**src/hdl/sgx_pkg.sv**
```systemverilog
// Shared types, constants and helper functions for the stacking gap projector.
// Used by the arithmetic units and the top level; depends on nothing.
package sgx_pkg;

	// Configuration register indexes
	localparam int CFG_IDX_W = 3;
	localparam logic [CFG_IDX_W-1:0] REG_IS_ABOVE   = 3'd0;
	localparam logic [CFG_IDX_W-1:0] REG_MIN_GAP    = 3'd1;
	localparam logic [CFG_IDX_W-1:0] REG_OFFSET_X   = 3'd2;
	localparam logic [CFG_IDX_W-1:0] REG_GAP_COMP   = 3'd3;
	localparam logic [CFG_IDX_W-1:0] REG_ALIGN_COMP = 3'd4;
	localparam logic [CFG_IDX_W-1:0] REG_TIME_STEP  = 3'd5;

	localparam int CFG_DATA_W = 32;
	localparam int MOB_W      = 25;
	localparam int COMP_W     = 31;
	localparam int STEP_W     = 17;

	// Shared unit sizes; the divisor holds a full 17-bit dt squared
	localparam int WIDE_W     = 64;
	localparam int MPL_W      = 32;
	localparam int DSR_W      = 34;
	localparam int MUL_STEPS  = MPL_W;
	localparam int DIV_STEPS  = WIDE_W;

	typedef struct packed {
		logic busy;
		logic done;
	} unit_stat_t;

	function automatic logic signed [31:0] sat32(input logic signed [WIDE_W-1:0] v);
		logic signed [WIDE_W-1:0] hi;
		logic signed [WIDE_W-1:0] lo;
		hi = 64'sh0000_0000_7FFF_FFFF;
		lo = -64'sh0000_0000_8000_0000;
		if (v > hi) return 32'sh7FFF_FFFF;
		else if (v < lo) return 32'sh8000_0000;
		else return v[31:0];
	endfunction

	// Product in Q32.32, optionally negated, truncated toward zero to Q16.16, saturated
	function automatic logic signed [31:0] corr(input logic signed [WIDE_W-1:0] p,
		input logic neg);
		logic signed [WIDE_W-1:0] v;
		logic signed [WIDE_W-1:0] t;
		v = neg ? -p : p;
		t = v >>> 16;
		if (v[WIDE_W-1] && (v[15:0] != 16'd0)) t = t + 64'sd1;
		return sat32(t);
	endfunction

endpackage

```
**src/hdl/sgx_ifs.sv**
```systemverilog
// Valid/ready channel interfaces for the stacking gap projector.
// Field widths match the item and result layouts; no package needed.
interface sgx_in_if;
	logic               valid;
	logic               ready;
	logic               clear_multipliers;
	logic [24:0]        inner_mobility;
	logic [24:0]        outer_mobility;
	logic signed [31:0] inner_top;
	logic signed [31:0] inner_bottom;
	logic signed [31:0] inner_center;
	logic signed [31:0] outer_top;
	logic signed [31:0] outer_bottom;
	logic signed [31:0] outer_center;

	modport source(output valid, clear_multipliers, inner_mobility, outer_mobility,
		inner_top, inner_bottom, inner_center, outer_top, outer_bottom, outer_center,
		input ready);
	modport sink(input valid, clear_multipliers, inner_mobility, outer_mobility,
		inner_top, inner_bottom, inner_center, outer_top, outer_bottom, outer_center,
		output ready);
endinterface

interface sgx_out_if;
	logic               valid;
	logic               ready;
	logic signed [31:0] inner_dy_delta;
	logic signed [31:0] outer_dy_delta;
	logic signed [31:0] inner_dx_delta;
	logic signed [31:0] outer_dx_delta;
	logic               gap_violated;
	logic signed [31:0] gap_residual;

	modport source(output valid, inner_dy_delta, outer_dy_delta, inner_dx_delta,
		outer_dx_delta, gap_violated, gap_residual, input ready);
	modport sink(input valid, inner_dy_delta, outer_dy_delta, inner_dx_delta,
		outer_dx_delta, gap_violated, gap_residual, output ready);
endinterface

```
**src/hdl/stack_gap_xpbd_projector.sv**
```systemverilog
// Top level of the stacking gap projector: sequencer, state and config registers.
// Depends on sgx_pkg, sgx_ifs (channels), sgx_mul and sgx_div.
//
// One input transfer on in_ch is one compliant projection of a two-body
// constraint: a vertical gap inequality (multiplier clamped at zero) and a
// horizontal alignment equality. One result transfer on out_ch follows for
// every input transfer, carrying the dy/dx corrections and the gap residual.
// Configuration is written through wr_en / wr_index / wr_data, one register
// per cycle. The user must write it only while no projection is in flight;
// the block does not enforce this. The sequencer runs every product through
// the shared bit-serial multiplier and every quotient through the shared
// restoring divider: dt^2, two compliance terms, and for each active arm one
// product, one quotient and two corrections. Items with zero total mobility
// skip both arms.
// Throughput: one item at a time; in_ch.ready is high only in the idle state.
// A finished result waits in the output register; the next item is accepted
// meanwhile, and the sequencer holds its finish step while out_ch stalls.
// Reset clears both multipliers and loads the register defaults (outer above
// inner, zero gap, offset and compliances, unit time step).
module stack_gap_xpbd_projector (
	input  logic                                 clk,
	input  logic                                 arst_n,
	sgx_in_if.sink                               in_ch,
	sgx_out_if.source                            out_ch,
	input  logic                                 wr_en,
	input  logic [sgx_pkg::CFG_IDX_W-1:0]        wr_index,
	input  logic [sgx_pkg::CFG_DATA_W-1:0]       wr_data
);
	typedef enum logic [3:0] {
		ST_IDLE, ST_DD, ST_AG, ST_AA, ST_GP, ST_GD, ST_GI, ST_GO,
		ST_XP, ST_XD, ST_XI, ST_XO, ST_OUT
	} state_t;

	localparam int W = sgx_pkg::WIDE_W;

	state_t state_q;
	logic   issued_q;

	// Configuration registers
	logic                              is_above_q;
	logic signed [31:0]                min_gap_q;
	logic signed [31:0]                offset_x_q;
	logic [sgx_pkg::COMP_W-1:0]        gap_comp_q;
	logic [sgx_pkg::COMP_W-1:0]        align_comp_q;
	logic [sgx_pkg::STEP_W-1:0]        time_step_q;

	// Multipliers (persistent state)
	logic signed [31:0]                gap_lam_q;
	logic signed [31:0]                align_lam_q;

	// Working registers of the current item
	logic [sgx_pkg::MOB_W-1:0]         wi_q;
	logic [sgx_pkg::MOB_W-1:0]         wo_q;
	logic signed [33:0]                c_q;
	logic signed [33:0]                ca_q;
	logic [sgx_pkg::DSR_W-1:0]         dd_q;
	logic [sgx_pkg::COMP_W-1:0]        alpha_g_q;
	logic [sgx_pkg::COMP_W-1:0]        alpha_a_q;
	logic signed [34:0]                dl_q;
	logic signed [31:0]                idy_q;
	logic signed [31:0]                ody_q;
	logic signed [31:0]                idx_q;
	logic signed [31:0]                odx_q;

	// Output register
	logic                              out_valid_q;
	logic signed [31:0]                o_idy_q;
	logic signed [31:0]                o_ody_q;
	logic signed [31:0]                o_idx_q;
	logic signed [31:0]                o_odx_q;
	logic                              o_viol_q;
	logic signed [31:0]                o_res_q;

	// Shared units
	logic                              mul_start;
	logic signed [W-1:0]               mul_mcand;
	logic [sgx_pkg::MPL_W-1:0]         mul_mplier;
	logic signed [W-1:0]               mul_prod;
	sgx_pkg::unit_stat_t               mul_stat;
	logic                              div_start;
	logic [W-1:0]                      div_dividend;
	logic [sgx_pkg::DSR_W-1:0]         div_divisor;
	logic [W-1:0]                      div_quot;
	sgx_pkg::unit_stat_t               div_stat;

	sgx_mul u_mul (
		.clk    (clk),
		.arst_n (arst_n),
		.start  (mul_start),
		.mcand  (mul_mcand),
		.mplier (mul_mplier),
		.prod   (mul_prod),
		.stat   (mul_stat)
	);

	sgx_div u_div (
		.clk      (clk),
		.arst_n   (arst_n),
		.start    (div_start),
		.dividend (div_dividend),
		.divisor  (div_divisor),
		.quot     (div_quot),
		.stat     (div_stat)
	);

	// Datapath around the units
	logic [sgx_pkg::STEP_W-1:0]        dt;
	logic [25:0]                       wsum;
	logic [sgx_pkg::DSR_W-1:0]         den_g;
	logic [sgx_pkg::DSR_W-1:0]         den_a;
	logic signed [W-1:0]               num;
	logic [W-1:0]                      num_abs;
	logic [33:0]                       q_mag;
	logic signed [34:0]                dl_new;
	logic signed [35:0]                lam_sum;
	logic signed [31:0]                lam_new;
	logic [sgx_pkg::COMP_W-1:0]        alpha_new;
	logic signed [33:0]                c_in;
	logic signed [33:0]                ca_in;
	logic                              in_fire;
	logic                              out_fire;
	logic                              out_load;
	logic                              arm_gap;

	assign dt    = (time_step_q == '0) ? sgx_pkg::STEP_W'(1) : time_step_q;
	assign wsum  = {1'b0, wi_q} + {1'b0, wo_q};
	assign den_g = {8'd0, wsum} + {3'd0, alpha_g_q};
	assign den_a = {8'd0, wsum} + {3'd0, alpha_a_q};

	// Gap arm in its product and quotient states, alignment arm otherwise
	assign arm_gap = (state_q == ST_GP) || (state_q == ST_GD);

	// Numerator in Q32.32: -(C << 16) - alpha * lambda, product held by the multiplier
	assign num     = -({{14{arm_gap ? c_q[33] : ca_q[33]}}, (arm_gap ? c_q : ca_q), 16'd0})
		- mul_prod;
	assign num_abs = num[W-1] ? W'(-num) : W'(num);

	// Quotient magnitude clamped to 2^33, then signed
	assign q_mag   = (div_quot > W'(64'h2_0000_0000)) ? 34'h2_0000_0000 : div_quot[33:0];
	assign dl_new  = num[W-1] ? -$signed({1'b0, q_mag}) : $signed({1'b0, q_mag});
	assign lam_sum = (arm_gap ? {{4{gap_lam_q[31]}}, gap_lam_q}
		: {{4{align_lam_q[31]}}, align_lam_q}) + {dl_new[34], dl_new};
	assign lam_new = sgx_pkg::sat32({{28{lam_sum[35]}}, lam_sum});

	// Compliance term saturates to the largest positive Q16.16
	assign alpha_new = (div_quot > W'(64'h7FFF_FFFF)) ? '1 : div_quot[sgx_pkg::COMP_W-1:0];

	assign c_in = is_above_q
		? ({{2{in_ch.outer_bottom[31]}}, in_ch.outer_bottom}
			- {{2{in_ch.inner_top[31]}}, in_ch.inner_top}
			- {{2{min_gap_q[31]}}, min_gap_q})
		: ({{2{in_ch.inner_bottom[31]}}, in_ch.inner_bottom}
			- {{2{in_ch.outer_top[31]}}, in_ch.outer_top}
			- {{2{min_gap_q[31]}}, min_gap_q});
	assign ca_in = {{2{in_ch.inner_center[31]}}, in_ch.inner_center}
		- {{2{in_ch.outer_center[31]}}, in_ch.outer_center}
		- {{2{offset_x_q[31]}}, offset_x_q};

	assign in_ch.ready = (state_q == ST_IDLE);
	assign in_fire     = in_ch.valid && in_ch.ready;
	assign out_fire    = out_valid_q && out_ch.ready;
	// Load the output register once the previous result has left or is leaving
	assign out_load    = (state_q == ST_OUT) && (!out_valid_q || out_ch.ready);

	// Route operands to the shared units by sequencer step
	always_comb begin
		mul_start    = 1'b0;
		mul_mcand    = '0;
		mul_mplier   = '0;
		div_start    = 1'b0;
		div_dividend = '0;
		div_divisor  = '0;
		unique case (state_q)
			ST_DD: begin
				mul_start  = !issued_q;
				mul_mcand  = W'($signed({1'b0, dt}));
				mul_mplier = sgx_pkg::MPL_W'(dt);
			end
			ST_AG: begin
				div_start    = !issued_q;
				div_dividend = {1'b0, gap_comp_q, 32'd0};
				div_divisor  = dd_q;
			end
			ST_AA: begin
				div_start    = !issued_q;
				div_dividend = {1'b0, align_comp_q, 32'd0};
				div_divisor  = dd_q;
			end
			ST_GP: begin
				mul_start  = !issued_q;
				mul_mcand  = W'(gap_lam_q);
				mul_mplier = {1'b0, alpha_g_q};
			end
			ST_XP: begin
				mul_start  = !issued_q;
				mul_mcand  = W'(align_lam_q);
				mul_mplier = {1'b0, alpha_a_q};
			end
			ST_GD: begin
				div_start    = !issued_q;
				div_dividend = num_abs;
				div_divisor  = den_g;
			end
			ST_XD: begin
				div_start    = !issued_q;
				div_dividend = num_abs;
				div_divisor  = den_a;
			end
			ST_GI, ST_XI: begin
				mul_start  = !issued_q;
				mul_mcand  = W'(dl_q);
				mul_mplier = sgx_pkg::MPL_W'(wi_q);
			end
			ST_GO, ST_XO: begin
				mul_start  = !issued_q;
				mul_mcand  = W'(dl_q);
				mul_mplier = sgx_pkg::MPL_W'(wo_q);
			end
			ST_IDLE, ST_OUT: begin
			end
			default: begin
			end
		endcase
	end

	// Configuration writes
	always_ff @(posedge clk or negedge arst_n) begin
		if (!arst_n) begin
			is_above_q   <= 1'b1;
			min_gap_q    <= '0;
			offset_x_q   <= '0;
			gap_comp_q   <= '0;
			align_comp_q <= '0;
			time_step_q  <= sgx_pkg::STEP_W'(65536);
		end else if (wr_en) begin
			unique case (wr_index)
				sgx_pkg::REG_IS_ABOVE:   is_above_q   <= wr_data[0];
				sgx_pkg::REG_MIN_GAP:    min_gap_q    <= wr_data;
				sgx_pkg::REG_OFFSET_X:   offset_x_q   <= wr_data;
				sgx_pkg::REG_GAP_COMP:   gap_comp_q   <= wr_data[sgx_pkg::COMP_W-1:0];
				sgx_pkg::REG_ALIGN_COMP: align_comp_q <= wr_data[sgx_pkg::COMP_W-1:0];
				sgx_pkg::REG_TIME_STEP:  time_step_q  <= wr_data[sgx_pkg::STEP_W-1:0];
				default: begin
				end
			endcase
		end
	end

	// Sequencer, multipliers and output valid
	always_ff @(posedge clk or negedge arst_n) begin
		if (!arst_n) begin
			state_q     <= ST_IDLE;
			issued_q    <= 1'b0;
			gap_lam_q   <= '0;
			align_lam_q <= '0;
			out_valid_q <= 1'b0;
		end else begin
			if (out_load) out_valid_q <= 1'b1;
			else if (out_fire) out_valid_q <= 1'b0;
			unique case (state_q)
				ST_IDLE: begin
					if (in_fire) begin
						state_q <= ST_DD;
						// Clear applies before anything else
						if (in_ch.clear_multipliers) begin
							gap_lam_q   <= '0;
							align_lam_q <= '0;
						end
					end
				end
				ST_DD, ST_AG, ST_AA, ST_GP, ST_GD, ST_GI, ST_GO,
				ST_XP, ST_XD, ST_XI, ST_XO: begin
					if (!issued_q) begin
						issued_q <= 1'b1;
					end else if (mul_stat.done || div_stat.done) begin
						issued_q <= 1'b0;
						unique case (state_q)
							ST_DD: state_q <= ST_AG;
							ST_AG: state_q <= ST_AA;
							ST_AA: begin
								// No mobility: leave both arms untouched
								if (wsum == '0) state_q <= ST_OUT;
								else if (c_q[33]) state_q <= ST_GP;
								else begin
									gap_lam_q <= '0;
									state_q   <= ST_XP;
								end
							end
							ST_GP: state_q <= ST_GD;
							ST_GD: begin
								// Clamp at zero; applied change is new minus old
								gap_lam_q <= lam_sum[35] ? 32'sd0 : lam_new;
								state_q   <= ST_GI;
							end
							ST_GI: state_q <= ST_GO;
							ST_GO: state_q <= ST_XP;
							ST_XP: state_q <= ST_XD;
							ST_XD: begin
								align_lam_q <= lam_new;
								state_q     <= ST_XI;
							end
							ST_XI: state_q <= ST_XO;
							ST_XO: state_q <= ST_OUT;
							default: state_q <= ST_IDLE;
						endcase
					end
				end
				ST_OUT: begin
					// Hold while the previous result still waits
					if (out_load) state_q <= ST_IDLE;
				end
				default: state_q <= ST_IDLE;
			endcase
		end
	end

	// Item payload and intermediate results
	always_ff @(posedge clk) begin
		if (in_fire) begin
			wi_q  <= in_ch.inner_mobility;
			wo_q  <= in_ch.outer_mobility;
			c_q   <= c_in;
			ca_q  <= ca_in;
			idy_q <= '0;
			ody_q <= '0;
			idx_q <= '0;
			odx_q <= '0;
		end
		if (issued_q && (mul_stat.done || div_stat.done)) begin
			unique case (state_q)
				ST_DD: dd_q      <= mul_prod[sgx_pkg::DSR_W-1:0];
				ST_AG: alpha_g_q <= alpha_new;
				ST_AA: alpha_a_q <= alpha_new;
				ST_GD: dl_q      <= 35'(lam_sum[35] ? 36'sd0 : 36'(lam_new))
					- 35'(gap_lam_q);
				ST_XD: dl_q      <= dl_new;
				ST_GI: idy_q     <= sgx_pkg::corr(mul_prod, is_above_q);
				ST_GO: ody_q     <= sgx_pkg::corr(mul_prod, !is_above_q);
				ST_XI: idx_q     <= sgx_pkg::corr(mul_prod, 1'b0);
				ST_XO: odx_q     <= sgx_pkg::corr(mul_prod, 1'b1);
				default: begin
				end
			endcase
		end
		if (out_load) begin
			o_idy_q  <= idy_q;
			o_ody_q  <= ody_q;
			o_idx_q  <= idx_q;
			o_odx_q  <= odx_q;
			o_viol_q <= c_q[33];
			o_res_q  <= sgx_pkg::sat32(W'(c_q));
		end
	end

	assign out_ch.valid          = out_valid_q;
	assign out_ch.inner_dy_delta = o_idy_q;
	assign out_ch.outer_dy_delta = o_ody_q;
	assign out_ch.inner_dx_delta = o_idx_q;
	assign out_ch.outer_dx_delta = o_odx_q;
	assign out_ch.gap_violated   = o_viol_q;
	assign out_ch.gap_residual   = o_res_q;

	// The gap multiplier is clamped at zero and never goes negative
	a_gap_lam_nonneg: assert property (@(posedge clk) disable iff (!arst_n)
		!gap_lam_q[31]) else $error("gap multiplier negative");

	// A transfer in closes the input until the projection is done
	a_one_in_flight: assert property (@(posedge clk) disable iff (!arst_n)
		in_fire |=> !in_ch.ready) else $error("input reopened during projection");

	// Only one shared unit runs at a time
	a_units_exclusive: assert property (@(posedge clk) disable iff (!arst_n)
		!(mul_stat.busy && div_stat.busy)) else $error("multiplier and divider both busy");
endmodule

```
**src/hdl/sgx_mul.sv**
```systemverilog
// Bit-serial shift-add multiplier: signed multiplicand times unsigned multiplier.
// Depends on sgx_pkg.
module sgx_mul (
	input  logic                                  clk,
	input  logic                                  arst_n,
	input  logic                                  start,
	input  logic signed [sgx_pkg::WIDE_W-1:0]     mcand,
	input  logic        [sgx_pkg::MPL_W-1:0]      mplier,
	output logic signed [sgx_pkg::WIDE_W-1:0]     prod,
	output sgx_pkg::unit_stat_t                   stat
);
	localparam int CNT_W = $clog2(sgx_pkg::MUL_STEPS);

	logic signed [sgx_pkg::WIDE_W-1:0] acc_q;
	logic signed [sgx_pkg::WIDE_W-1:0] mcand_q;
	logic        [sgx_pkg::MPL_W-1:0]  mplier_q;
	logic        [CNT_W-1:0]           cnt_q;
	logic                              busy_q;
	logic                              done_q;

	always_ff @(posedge clk or negedge arst_n) begin
		if (!arst_n) begin
			busy_q <= 1'b0;
			done_q <= 1'b0;
			cnt_q  <= '0;
		end else if (start) begin
			busy_q <= 1'b1;
			done_q <= 1'b0;
			cnt_q  <= '0;
		end else if (busy_q) begin
			cnt_q <= cnt_q + 1'b1;
			if (cnt_q == CNT_W'(sgx_pkg::MUL_STEPS - 1)) begin
				busy_q <= 1'b0;
				done_q <= 1'b1;
			end
		end else begin
			done_q <= 1'b0;
		end
	end

	always_ff @(posedge clk) begin
		if (start) begin
			acc_q    <= '0;
			mcand_q  <= mcand;
			mplier_q <= mplier;
		end else if (busy_q) begin
			if (mplier_q[0]) acc_q <= acc_q + mcand_q;
			mcand_q  <= mcand_q <<< 1;
			mplier_q <= mplier_q >> 1;
		end
	end

	assign prod      = acc_q;
	assign stat.busy = busy_q;
	assign stat.done = done_q;
endmodule

```
**src/hdl/sgx_div.sv**
```systemverilog
// Restoring divider, one quotient bit per cycle, unsigned operands.
// Depends on sgx_pkg.
module sgx_div (
	input  logic                          clk,
	input  logic                          arst_n,
	input  logic                          start,
	input  logic [sgx_pkg::WIDE_W-1:0]    dividend,
	input  logic [sgx_pkg::DSR_W-1:0]     divisor,
	output logic [sgx_pkg::WIDE_W-1:0]    quot,
	output sgx_pkg::unit_stat_t           stat
);
	localparam int CNT_W = $clog2(sgx_pkg::DIV_STEPS);
	localparam int REM_W = sgx_pkg::DSR_W + 1;

	logic [sgx_pkg::WIDE_W-1:0] dvd_q;
	logic [REM_W-1:0]           rem_q;
	logic [sgx_pkg::DSR_W-1:0]  dsr_q;
	logic [CNT_W-1:0]           cnt_q;
	logic                       busy_q;
	logic                       done_q;
	logic [REM_W-1:0]           rem_sh;
	logic                       ge;

	assign rem_sh = {rem_q[REM_W-2:0], dvd_q[sgx_pkg::WIDE_W-1]};
	assign ge     = rem_sh >= {1'b0, dsr_q};

	always_ff @(posedge clk or negedge arst_n) begin
		if (!arst_n) begin
			busy_q <= 1'b0;
			done_q <= 1'b0;
			cnt_q  <= '0;
		end else if (start) begin
			busy_q <= 1'b1;
			done_q <= 1'b0;
			cnt_q  <= '0;
		end else if (busy_q) begin
			cnt_q <= cnt_q + 1'b1;
			if (cnt_q == CNT_W'(sgx_pkg::DIV_STEPS - 1)) begin
				busy_q <= 1'b0;
				done_q <= 1'b1;
			end
		end else begin
			done_q <= 1'b0;
		end
	end

	always_ff @(posedge clk) begin
		if (start) begin
			dvd_q <= dividend;
			rem_q <= '0;
			dsr_q <= divisor;
		end else if (busy_q) begin
			rem_q <= ge ? (rem_sh - {1'b0, dsr_q}) : rem_sh;
			dvd_q <= {dvd_q[sgx_pkg::WIDE_W-2:0], ge};
		end
	end

	assign quot      = dvd_q;
	assign stat.busy = busy_q;
	assign stat.done = done_q;
endmodule

```
**src/flat_wrapper.sv**
```systemverilog
// flat-port wrapper written by rule: the top's interface ports become plain ports
module stack_gap_xpbd_projector_flat 
  (clk, arst_n, wr_en, wr_index, wr_data, in_ch_valid, in_ch_clear_multipliers, in_ch_inner_mobility, in_ch_outer_mobility, in_ch_inner_top, in_ch_inner_bottom, in_ch_inner_center, in_ch_outer_top, in_ch_outer_bottom, in_ch_outer_center, in_ch_ready, out_ch_valid, out_ch_inner_dy_delta, out_ch_outer_dy_delta, out_ch_inner_dx_delta, out_ch_outer_dx_delta, out_ch_gap_violated, out_ch_gap_residual, out_ch_ready);
  sgx_in_if in_ch_i ();
  sgx_out_if out_ch_i ();
  input  logic clk;
  input  logic arst_n;
  input  logic wr_en;
  input  logic [sgx_pkg::CFG_IDX_W-1:0] wr_index;
  input  logic [sgx_pkg::CFG_DATA_W-1:0] wr_data;
  input wire logic [$bits(in_ch_i.valid)-1:0] in_ch_valid;
  input wire logic [$bits(in_ch_i.clear_multipliers)-1:0] in_ch_clear_multipliers;
  input wire logic [$bits(in_ch_i.inner_mobility)-1:0] in_ch_inner_mobility;
  input wire logic [$bits(in_ch_i.outer_mobility)-1:0] in_ch_outer_mobility;
  input wire logic [$bits(in_ch_i.inner_top)-1:0] in_ch_inner_top;
  input wire logic [$bits(in_ch_i.inner_bottom)-1:0] in_ch_inner_bottom;
  input wire logic [$bits(in_ch_i.inner_center)-1:0] in_ch_inner_center;
  input wire logic [$bits(in_ch_i.outer_top)-1:0] in_ch_outer_top;
  input wire logic [$bits(in_ch_i.outer_bottom)-1:0] in_ch_outer_bottom;
  input wire logic [$bits(in_ch_i.outer_center)-1:0] in_ch_outer_center;
  output wire logic [$bits(in_ch_i.ready)-1:0] in_ch_ready;
  output wire logic [$bits(out_ch_i.valid)-1:0] out_ch_valid;
  output wire logic [$bits(out_ch_i.inner_dy_delta)-1:0] out_ch_inner_dy_delta;
  output wire logic [$bits(out_ch_i.outer_dy_delta)-1:0] out_ch_outer_dy_delta;
  output wire logic [$bits(out_ch_i.inner_dx_delta)-1:0] out_ch_inner_dx_delta;
  output wire logic [$bits(out_ch_i.outer_dx_delta)-1:0] out_ch_outer_dx_delta;
  output wire logic [$bits(out_ch_i.gap_violated)-1:0] out_ch_gap_violated;
  output wire logic [$bits(out_ch_i.gap_residual)-1:0] out_ch_gap_residual;
  input wire logic [$bits(out_ch_i.ready)-1:0] out_ch_ready;
  assign in_ch_i.valid = in_ch_valid;
  assign in_ch_i.clear_multipliers = in_ch_clear_multipliers;
  assign in_ch_i.inner_mobility = in_ch_inner_mobility;
  assign in_ch_i.outer_mobility = in_ch_outer_mobility;
  assign in_ch_i.inner_top = in_ch_inner_top;
  assign in_ch_i.inner_bottom = in_ch_inner_bottom;
  assign in_ch_i.inner_center = in_ch_inner_center;
  assign in_ch_i.outer_top = in_ch_outer_top;
  assign in_ch_i.outer_bottom = in_ch_outer_bottom;
  assign in_ch_i.outer_center = in_ch_outer_center;
  assign in_ch_ready = in_ch_i.ready;
  assign out_ch_valid = out_ch_i.valid;
  assign out_ch_inner_dy_delta = out_ch_i.inner_dy_delta;
  assign out_ch_outer_dy_delta = out_ch_i.outer_dy_delta;
  assign out_ch_inner_dx_delta = out_ch_i.inner_dx_delta;
  assign out_ch_outer_dx_delta = out_ch_i.outer_dx_delta;
  assign out_ch_gap_violated = out_ch_i.gap_violated;
  assign out_ch_gap_residual = out_ch_i.gap_residual;
  assign out_ch_i.ready = out_ch_ready;
  stack_gap_xpbd_projector u_core (.clk(clk), .arst_n(arst_n), .in_ch(in_ch_i), .out_ch(out_ch_i), .wr_en(wr_en), .wr_index(wr_index), .wr_data(wr_data));
endmodule
```
**config.mk**
```make
export PLATFORM = sky130hd
export DESIGN_NAME = stack_gap_xpbd_projector_flat
export DESIGN_NICKNAME = d
export VERILOG_FILES = /design/src/hdl/sgx_pkg.sv /design/src/hdl/sgx_ifs.sv /design/src/hdl/stack_gap_xpbd_projector.sv /design/src/hdl/sgx_mul.sv /design/src/hdl/sgx_div.sv /design/src/flat_wrapper.sv
export SDC_FILE = /design/constraint.sdc
export NUM_CORES = 2
export LEC_CHECK = 0
export BUFFER_PORTS_ARGS = -buffer_cell sky130_fd_sc_hd__buf_2
export CORE_ASPECT_RATIO = 1.25
export CORE_MARGIN = 2
export CORE_UTILIZATION = 57
export DETAILED_ROUTE_END_ITERATION = 6
export PLACE_DENSITY = 0.78
export SYNTH_ARGS = -nofsm -noshare
export SYNTH_HDL_FRONTEND = slang
export SYNTH_SLANG_ARGS = --single-unit
```
**constraint.sdc**
```tcl
create_clock -name clk -period 17.5 [get_ports clk]
set_input_delay 0 -clock clk [delete_from_list [all_inputs] [get_ports clk]]
set_output_delay 0 -clock clk [all_outputs]
set_load 0.03 [all_outputs]
```
* Yosys cells after proc, flatten, opt, wreduce, memory -nomap -nowiden
Cells that the tools add are included.
Storage, ports and cells: bits in registers 1059, input port bits 283, output and inout bits 163, logic and storage cells 260
Operators by class: mux-type cells 102, add/subtract/negate cells 24, eq/ne operators 30, order comparisons 15, reduce and logical (&&, ||, !) cells 48
Operators by type and width (count):
- 64-bit two-way mux | 19
- 32-bit two-way mux | 35
- 64-bit by 32-bit greater-than comparator with 1-bit output (second input constant) | 4
- 64-bit by 32-bit < comparator with 1-bit output (second input constant) | 4
- 64-bit case mux with 4 select lines | 1
- 48-bit by 2-bit adder with 49-bit output (second input constant) | 4
- 64-bit negation | 3
- 32-bit case mux with 2 select lines | 3
- 64-bit case mux with 3 select lines | 1
- 31-bit case mux with 5 select lines | 1
- 34-bit two-way mux | 4
- 34-bit subtractor | 4
- 34-bit case mux with 3 select lines | 1
- 32-bit by 32-bit subtractor with 33-bit output | 3
- 35-bit two-way mux | 2
- 35-bit case mux with 2 select lines | 1
- 26-bit by 31-bit adder with 32-bit output | 2
- 64-bit adder | 1
- 64-bit by 31-bit greater-than comparator with 1-bit output (second input constant) | 1
- 64-bit by 34-bit greater-than comparator with 1-bit output (second input constant) | 1
- 16-bit nonzero test | 4
- 64-bit subtractor | 1
- 4-bit case mux with 11 select lines | 1
- 36-bit adder | 1
- 47 further kinds | 117

* Logic depth before layout (Yosys ltp)
depth in word-level cells 15, mapped depth 60

* Cells and area by module
Synthesis repeated with hierarchy kept, for this count alone.
Second synthesis, totals: cell total of the unflattened synthesis 8232, area, all modules 74973.2 µm²
Modules (own cells, without submodules):
- stack_gap_xpbd_projector | area an instance 57133.5 µm², cells an instance 6513, times used 1, seq. area each 20231.9 µm²
- sgx_mul | area an instance 10298.6 µm², cells an instance 1049, times used 1, seq. area each 4339.2 µm²
- sgx_div | area an instance 7541.0 µm², cells an instance 670, times used 1, seq. area each 3823.7 µm²

* Least setup slack after synthesis
No wires, ideal clock.
kind register -> register, from reg u_core.state_q[3], to reg u_core.o_res_q[0], in the netlist u_core.out_ch.gap_residual[0], enable pin, cell stages (with the launch flop) 6, slack 0.085 ns, library setup time 1.076 ns, required time 16.424 ns, data arrival time 16.339 ns, path through dfrtp_1 -> clkbuf_1 -> clkbuf_1 -> clkbuf_1 -> nand2_1 -> nor4_1
On the way: longest elaborated chain between the ends 2
RTL lines:
- from (decl) | line stack_gap_xpbd_projector.sv:36 | state_t state_q;
- from (signal assigned) | line stack_gap_xpbd_projector.sv:252 | state_q <= ST_IDLE;
- from (signal assigned) | line stack_gap_xpbd_projector.sv:263 | state_q <= ST_DD;
- from (signal assigned) | line stack_gap_xpbd_projector.sv:278 | ST_DD: state_q <= ST_AG;
- 4-bit == test | line stack_gap_xpbd_projector.sv:163 | assign out_load = (state_q == ST_OUT) && (!out_valid_q || out_ch.ready);
- 1-bit logical AND | line stack_gap_xpbd_projector.sv:163
- net u_core.out_load | line stack_gap_xpbd_projector.sv:122 | logic out_load;
- to (signal assigned) | line stack_gap_xpbd_projector.sv:351 | o_res_q <= sgx_pkg::sat32(W'(c_q));
- to (decl) | line stack_gap_xpbd_projector.sv:72 | logic signed [31:0] o_res_q;
The timed path passes the listed nets, and every way through them passes these cells. A chain may end at the register's enable or synchronous reset.

* Worst setup path after layout
from reg u_core.state_q[2], to reg u_core.dl_q[30], data pin
On the way: longest elaborated chain between the ends 13, elaborated cells between the ends (all ways) 18
RTL lines:
- 4-bit by 3-bit == test with 1-bit output (on tied branches) | line stack_gap_xpbd_projector.sv:131, stack_gap_xpbd_projector.sv:330
- 1-bit logical OR | line stack_gap_xpbd_projector.sv:131 | assign arm_gap = (state_q == ST_GP) || (state_q == ST_GD);
- 34-bit two-way mux or 1-bit two-way mux (tied branches) | line stack_gap_xpbd_projector.sv:134 | assign num = -({{14{arm_gap ? c_q[33] : ca_q[33]}}, (arm_gap ? c_q : ca_q), 16'd0})
- 64-bit negation | line stack_gap_xpbd_projector.sv:134
- 64-bit subtractor | line stack_gap_xpbd_projector.sv:135 | - mul_prod;
- 35-bit two-way mux | line stack_gap_xpbd_projector.sv:140 | assign dl_new = num[W-1] ? -$signed({1'b0, q_mag}) : $signed({1'b0, q_mag});
- 36-bit adder | line stack_gap_xpbd_projector.sv:142 | : {{4{align_lam_q[31]}}, align_lam_q}) + {dl_new[34], dl_new};
- 36-bit by 32-bit < comparator with 1-bit output | line sgx_pkg.sv:37 | else if (v < lo) return 32'sh8000_0000;
- 32-bit two-way mux | line sgx_pkg.sv:37
- 32-bit two-way mux | line sgx_pkg.sv:36 | if (v > hi) return 32'sh7FFF_FFFF;
- 35-bit two-way mux | line stack_gap_xpbd_projector.sv:334 | ST_GD: dl_q <= 35'(lam_sum[35] ? 36'sd0 : 36'(lam_new))
- 35-bit by 32-bit subtractor with 35-bit output | line stack_gap_xpbd_projector.sv:335 | - 35'(gap_lam_q);
- 35-bit case mux with 2 select lines * | line stack_gap_xpbd_projector.sv:330 | unique case (state_q)
- to (signal assigned) | line stack_gap_xpbd_projector.sv:334
- to (signal assigned) | line stack_gap_xpbd_projector.sv:336 | ST_XD: dl_q <= dl_new;
- to (decl) | line stack_gap_xpbd_projector.sv:59 | logic signed [34:0] dl_q;
Every way passes the cells marked *; elsewhere a longest branch is shown, timed or not.

==> out/qor.json <==
{
  "htreeDepth": {"value": 3},
  "number_of_synthesized_register_bits": {"value": 1058},
  "antenna_found_initial": {"value": 21},
  "post_synth_inst_count": {"value": 8503},
  "top_usage_layer": {"value": "met2"},
  "cp_slowest_cell": {"value": "dfrtp_1"},
  "synth-async-reset-ratio": {"value": 21.6, "unit": "%"},
  "tns_setup": {"value": 0, "unit": "ns"},
  "start_util": {"value": 57.5, "unit": "%"},
  "arrival": {"value": 16.50, "unit": "ns"},
  "synth_top_area_cell": {"value": "edfxtp_1"},
  "startpoint": {"value": "u_core.state_q[2]"},
  "average_cell_area_after_synthesis": {"value": 8.80, "unit": "um^2"},
  "final_layout_size_suffix_gt1_share": {"value": 12.2, "unit": "%"},
  "grt.total_usage": {"value": 40.2, "unit": "%"},
  "synth_cell_type_count": {"value": 106},
  "grt_util_met2": {"value": 64.7, "unit": "%"},
  "number_of_detailed_route_iterations_in_the_first_pass": {"value": 7},
  "setup_repair_after_global_routing_missed_its_margin": {"value": "false"},
  "slew_viol_final": {"value": 4},
  "min_period": {"value": 15.98, "unit": "ns"},
  "maximum_number_of_pins_on_one_net_before_global_route_repair": {"value": 116},
  "initialDrtViolationCount": {"value": 8065},
  "worst_clock_skew": {"value": 0.0712, "unit": "ns"},
  "grt_first_pass_wirelength": {"value": 411, "unit": "mm"},
  "slew_headroom": {"value": -5.13, "unit": "%"},
  "post_drt_via_cell_ratio": {"value": 6.50},
  "largest_stage_delay_on_the_critical_path": {"value": 0.92, "unit": "ns"},
  "post-route-period-util": {"value": 91.3, "unit": "%"},
  "clkLatencyLatePin": {"value": 0.79, "unit": "ns"},
  "fp.dieH": {"value": 409, "unit": "um"},
  "synth.top_cell.area_share": {"value": 24.2, "unit": "%"},
  "pwr_density": {"value": 98.7, "unit": "nW/um^2"},
  "drc_markers": {"value": 20},
  "placed_cells": {"value": 10400},
  "gp_routability_congestion": {"value": 1.05},
  "synth.top_cells.by_area": {"value": "edfxtp_1, ha_1, dfrtp_1, xnor2_1, dfxtp_1"},
  "die_w": {"value": 328, "unit": "um"},
  "critPathMaxFanout": {"value": 27},
  "grt-ovfl-total": {"value": 0},
  "post_cts_buffers": {"value": 0},
  "grt_pass1_vias": {"value": 67500},
  "finalInstanceArea": {"value": 84200, "unit": "um^2"},
  "timing.rr.start": {"value": "u_core.state_q[2]"},
  "outcome": {"value": "finished, violations left"},
  "fin_nets": {"value": 9745},
  "post-layout-total-power": {"value": 8.31, "unit": "mW"},
  "mappedNetlistNets": {"value": 9308},
  "synthToLayoutAreaGrowth": {"value": 12.5, "unit": "%"},
  "synth-warning-count": {"value": 0},
  "synth-edff-count": {"value": 603},
  "layout.cells.non_filler": {"value": 10800},
  "start_kind": {"value": "flop"},
  "ys_top_cells_by_count": {"value": "nand2_1, nor2_1, a21oi_1"},
  "holdCritPathClass": {"value": "input port to asynchronous set/reset pin"},
  "crit_type": {"value": "flop to flop"},
  "ys.flop_type": {"value": "edfxtp_1"},
  "synth.yosys.seq_area_share": {"value": 37.9, "unit": "%"},
  "tritoncts": {"value": "done"},
  "worstPathRequired": {"value": 18.02, "unit": "ns"},
  "cts_buffers": {"value": 106},
  "max_cap_violations": {"value": 1},
  "design.die.area": {"value": 134000, "unit": "um^2"},
  "root_buffer": {"value": "clkbuf_16"},
  "power.static_leakage": {"value": 33.9, "unit": "nW"},
  "holdWs": {"value": 0.0453, "unit": "ns"},
  "clock_tree.buffer_depth": {"value": 3},
  "grt.met1_usage": {"value": 49.7, "unit": "%"},
  "endpoint_kind": {"value": "flop"},
  "most_common_cell_in_the_synthesized_netlist": {"value": "nand2_1"},
  "floorplan.rows": {"value": 148},
  "placed_area": {"value": 78900, "unit": "um^2"},
  "violations_in_the_final_reports": {"value": "DRC, capacitance limit, slew limit"},
  "syn-cell-area": {"value": 74800, "unit": "um^2"},
  "post-dp-hpwl": {"value": 208, "unit": "mm"},
  "floorplan.core_area": {"value": 130000, "unit": "um^2"},
  "grt_use_met3": {"value": 8.17, "unit": "%"},
  "route.final.wire_length": {"value": 278, "unit": "mm"},
  "post_drt_wl_per_cell": {"value": 25.8, "unit": "um"},
  "hold_fails_final_rpt": {"value": 0},
  "timing.critical_path.mode_cell": {"value": "o21ai_0"},
  "drtAntennaViolNets": {"value": 0},
  "clkSinkCount": {"value": 1058},
  "setup_viol": {"value": 0},
  "ios": {"value": 446},
  "route.vias.total": {"value": 70000},
  "numPortBuffers": {"value": 445},
  "ir_worst_vdd": {"value": 0.166, "unit": "mV"},
  "clock.fmax": {"value": 62.6, "unit": "MHz"},
  "reg_clk_slew_reported_paths": {"value": 0.06, "unit": "ns"},
  "tightest_slew": {"value": 1.56, "unit": "ns"}
}
## through the flow
stage / worst slack [ns] / utilization [%]
5_1_grt: 0.473 / 64.6
4_1_cts: 1.79 / 64.6
3_3_place_gp: 2.22 / 60.6
3_5_place_dp: 1.91 / 60.6
6_report: 1.52 / 64.7
2_1_floorplan: 0.0851 / -
## sequential cells by signal, summed over array words and instances, names as in the netlist, 34 cells and up
signal / count
u_core.c_q: 34
u_core.u_mul.mcand_q: 64
u_core.dd_q: 34
u_core.u_div.quot: 64
u_core.ca_q: 34
u_core.dl_q: 35
u_core.u_mul.prod: 64
u_core.u_div.rem_q: 34
u_core.u_div.dsr_q: 34
## cell families (layout without fill, tap and decap cells)
kind of cell	count (synthesis)	in the layout	synth area share [%]
muxes	216	216	3.15
other	1	12	0.00501
and+or+nand+nor	2807	2807	17.7
adders and majority gates	522	522	8.84
xor gates and xnor gates	723	723	8.46
buffers and inverters	867	1397	4.43
DFF	1058	1058	37.9
AOI/OAI and AO/OA	2309	2309	19.4
## layout make-up
type,instances,area (um^2)
Clock inverter,71,828
Inverter,466,1750
Sequential cell,1058,28400
Multi-Input combinational cell,6578,43400
Fill cell,10600,46000
Timing Repair Buffer,730,4780
Antenna cell,11,27.5
Tap cell,1725,2160
Clock buffer,130,2910
## timing repair
action	CTS	global route
gates resized for setup	0	0
hold endpoints to repair	333	0
hold buffers	151	0
## critical path: cells and delay by family, from the launching register on
kind / cells / cell delay (ns)
compound gates: 28 / 7.80
flops: 1 / 0.92
simple gates: 12 / 4.21
mux: 2 / 0.52
fa+ha+maj: 5 / 1.49
buf+inv: 2 / 0.61
xor+xnor: 1 / 0.08
## placed cells by master, fill, tap and decap left out, types with 59 or more instances in the layout
master         synthesis  final
and3_1                61     61
nor4_1                84     78
o31ai_1               66     65
nand4_1               95     95
o21a_1                61     61
a22oi_1               67     67
nand2_1              871    868
xor2_1               185    185
buf_2                 15    444
nor2b_1               81     79
a21oi_1              751    750
a21o_1               183    183
nor3_1               219    210
clkbuf_16              0    108
or3_1                 80     79
nand2b_1             112    112
dlygate4sd3_1          0    151
edfxtp_1             603    603
dfrtp_1              227    226
o21ai_0              504    502
nor2_1               806    797
xnor2_1              538    538
mux2_2               157    157
dfxtp_1              226    226
mux2i_1               59     59
buf_4                  0    132
nand3_1              153    153
a31oi_1              121    120
inv_1                438    436
ha_1                 511    511
## routing by layer
layer / share of wire [%] / routed length (um)
met1: 38 / 105000
met2: 46 / 126000
met3: 9.7 / 27000
met4: 6.7 / 18700
met5: 0.055 / 154
## power by group
part,internal (mW),total [mW],leakage (nW),switching [mW]
registers,2.81,2.99,9.83,0.173
clock network,1.39,2.46,1.81,1.08
logic,1.11,2.86,22.3,1.75
## path summary, 6_finish.rpt
kind | to | slack (ns) | cells past startpoint
setup / recovery | u_core.dl_q[30] | 1.52 | 50
hold / removal | u_core.align_lam_q[16] | 0.05 | 2
setup reg to reg | u_core.dl_q[30] | 1.52 | 50
hold reg to reg | u_core.out_ch.outer_dx_delta[27] | 0.42 | 0
max in group asynchronous | u_core.offset_x_q[25] | 15.78 | 3
min in group clk | u_core.ca_q[32] | 0.07 | 5
Power figures use the tool's default switching activity.
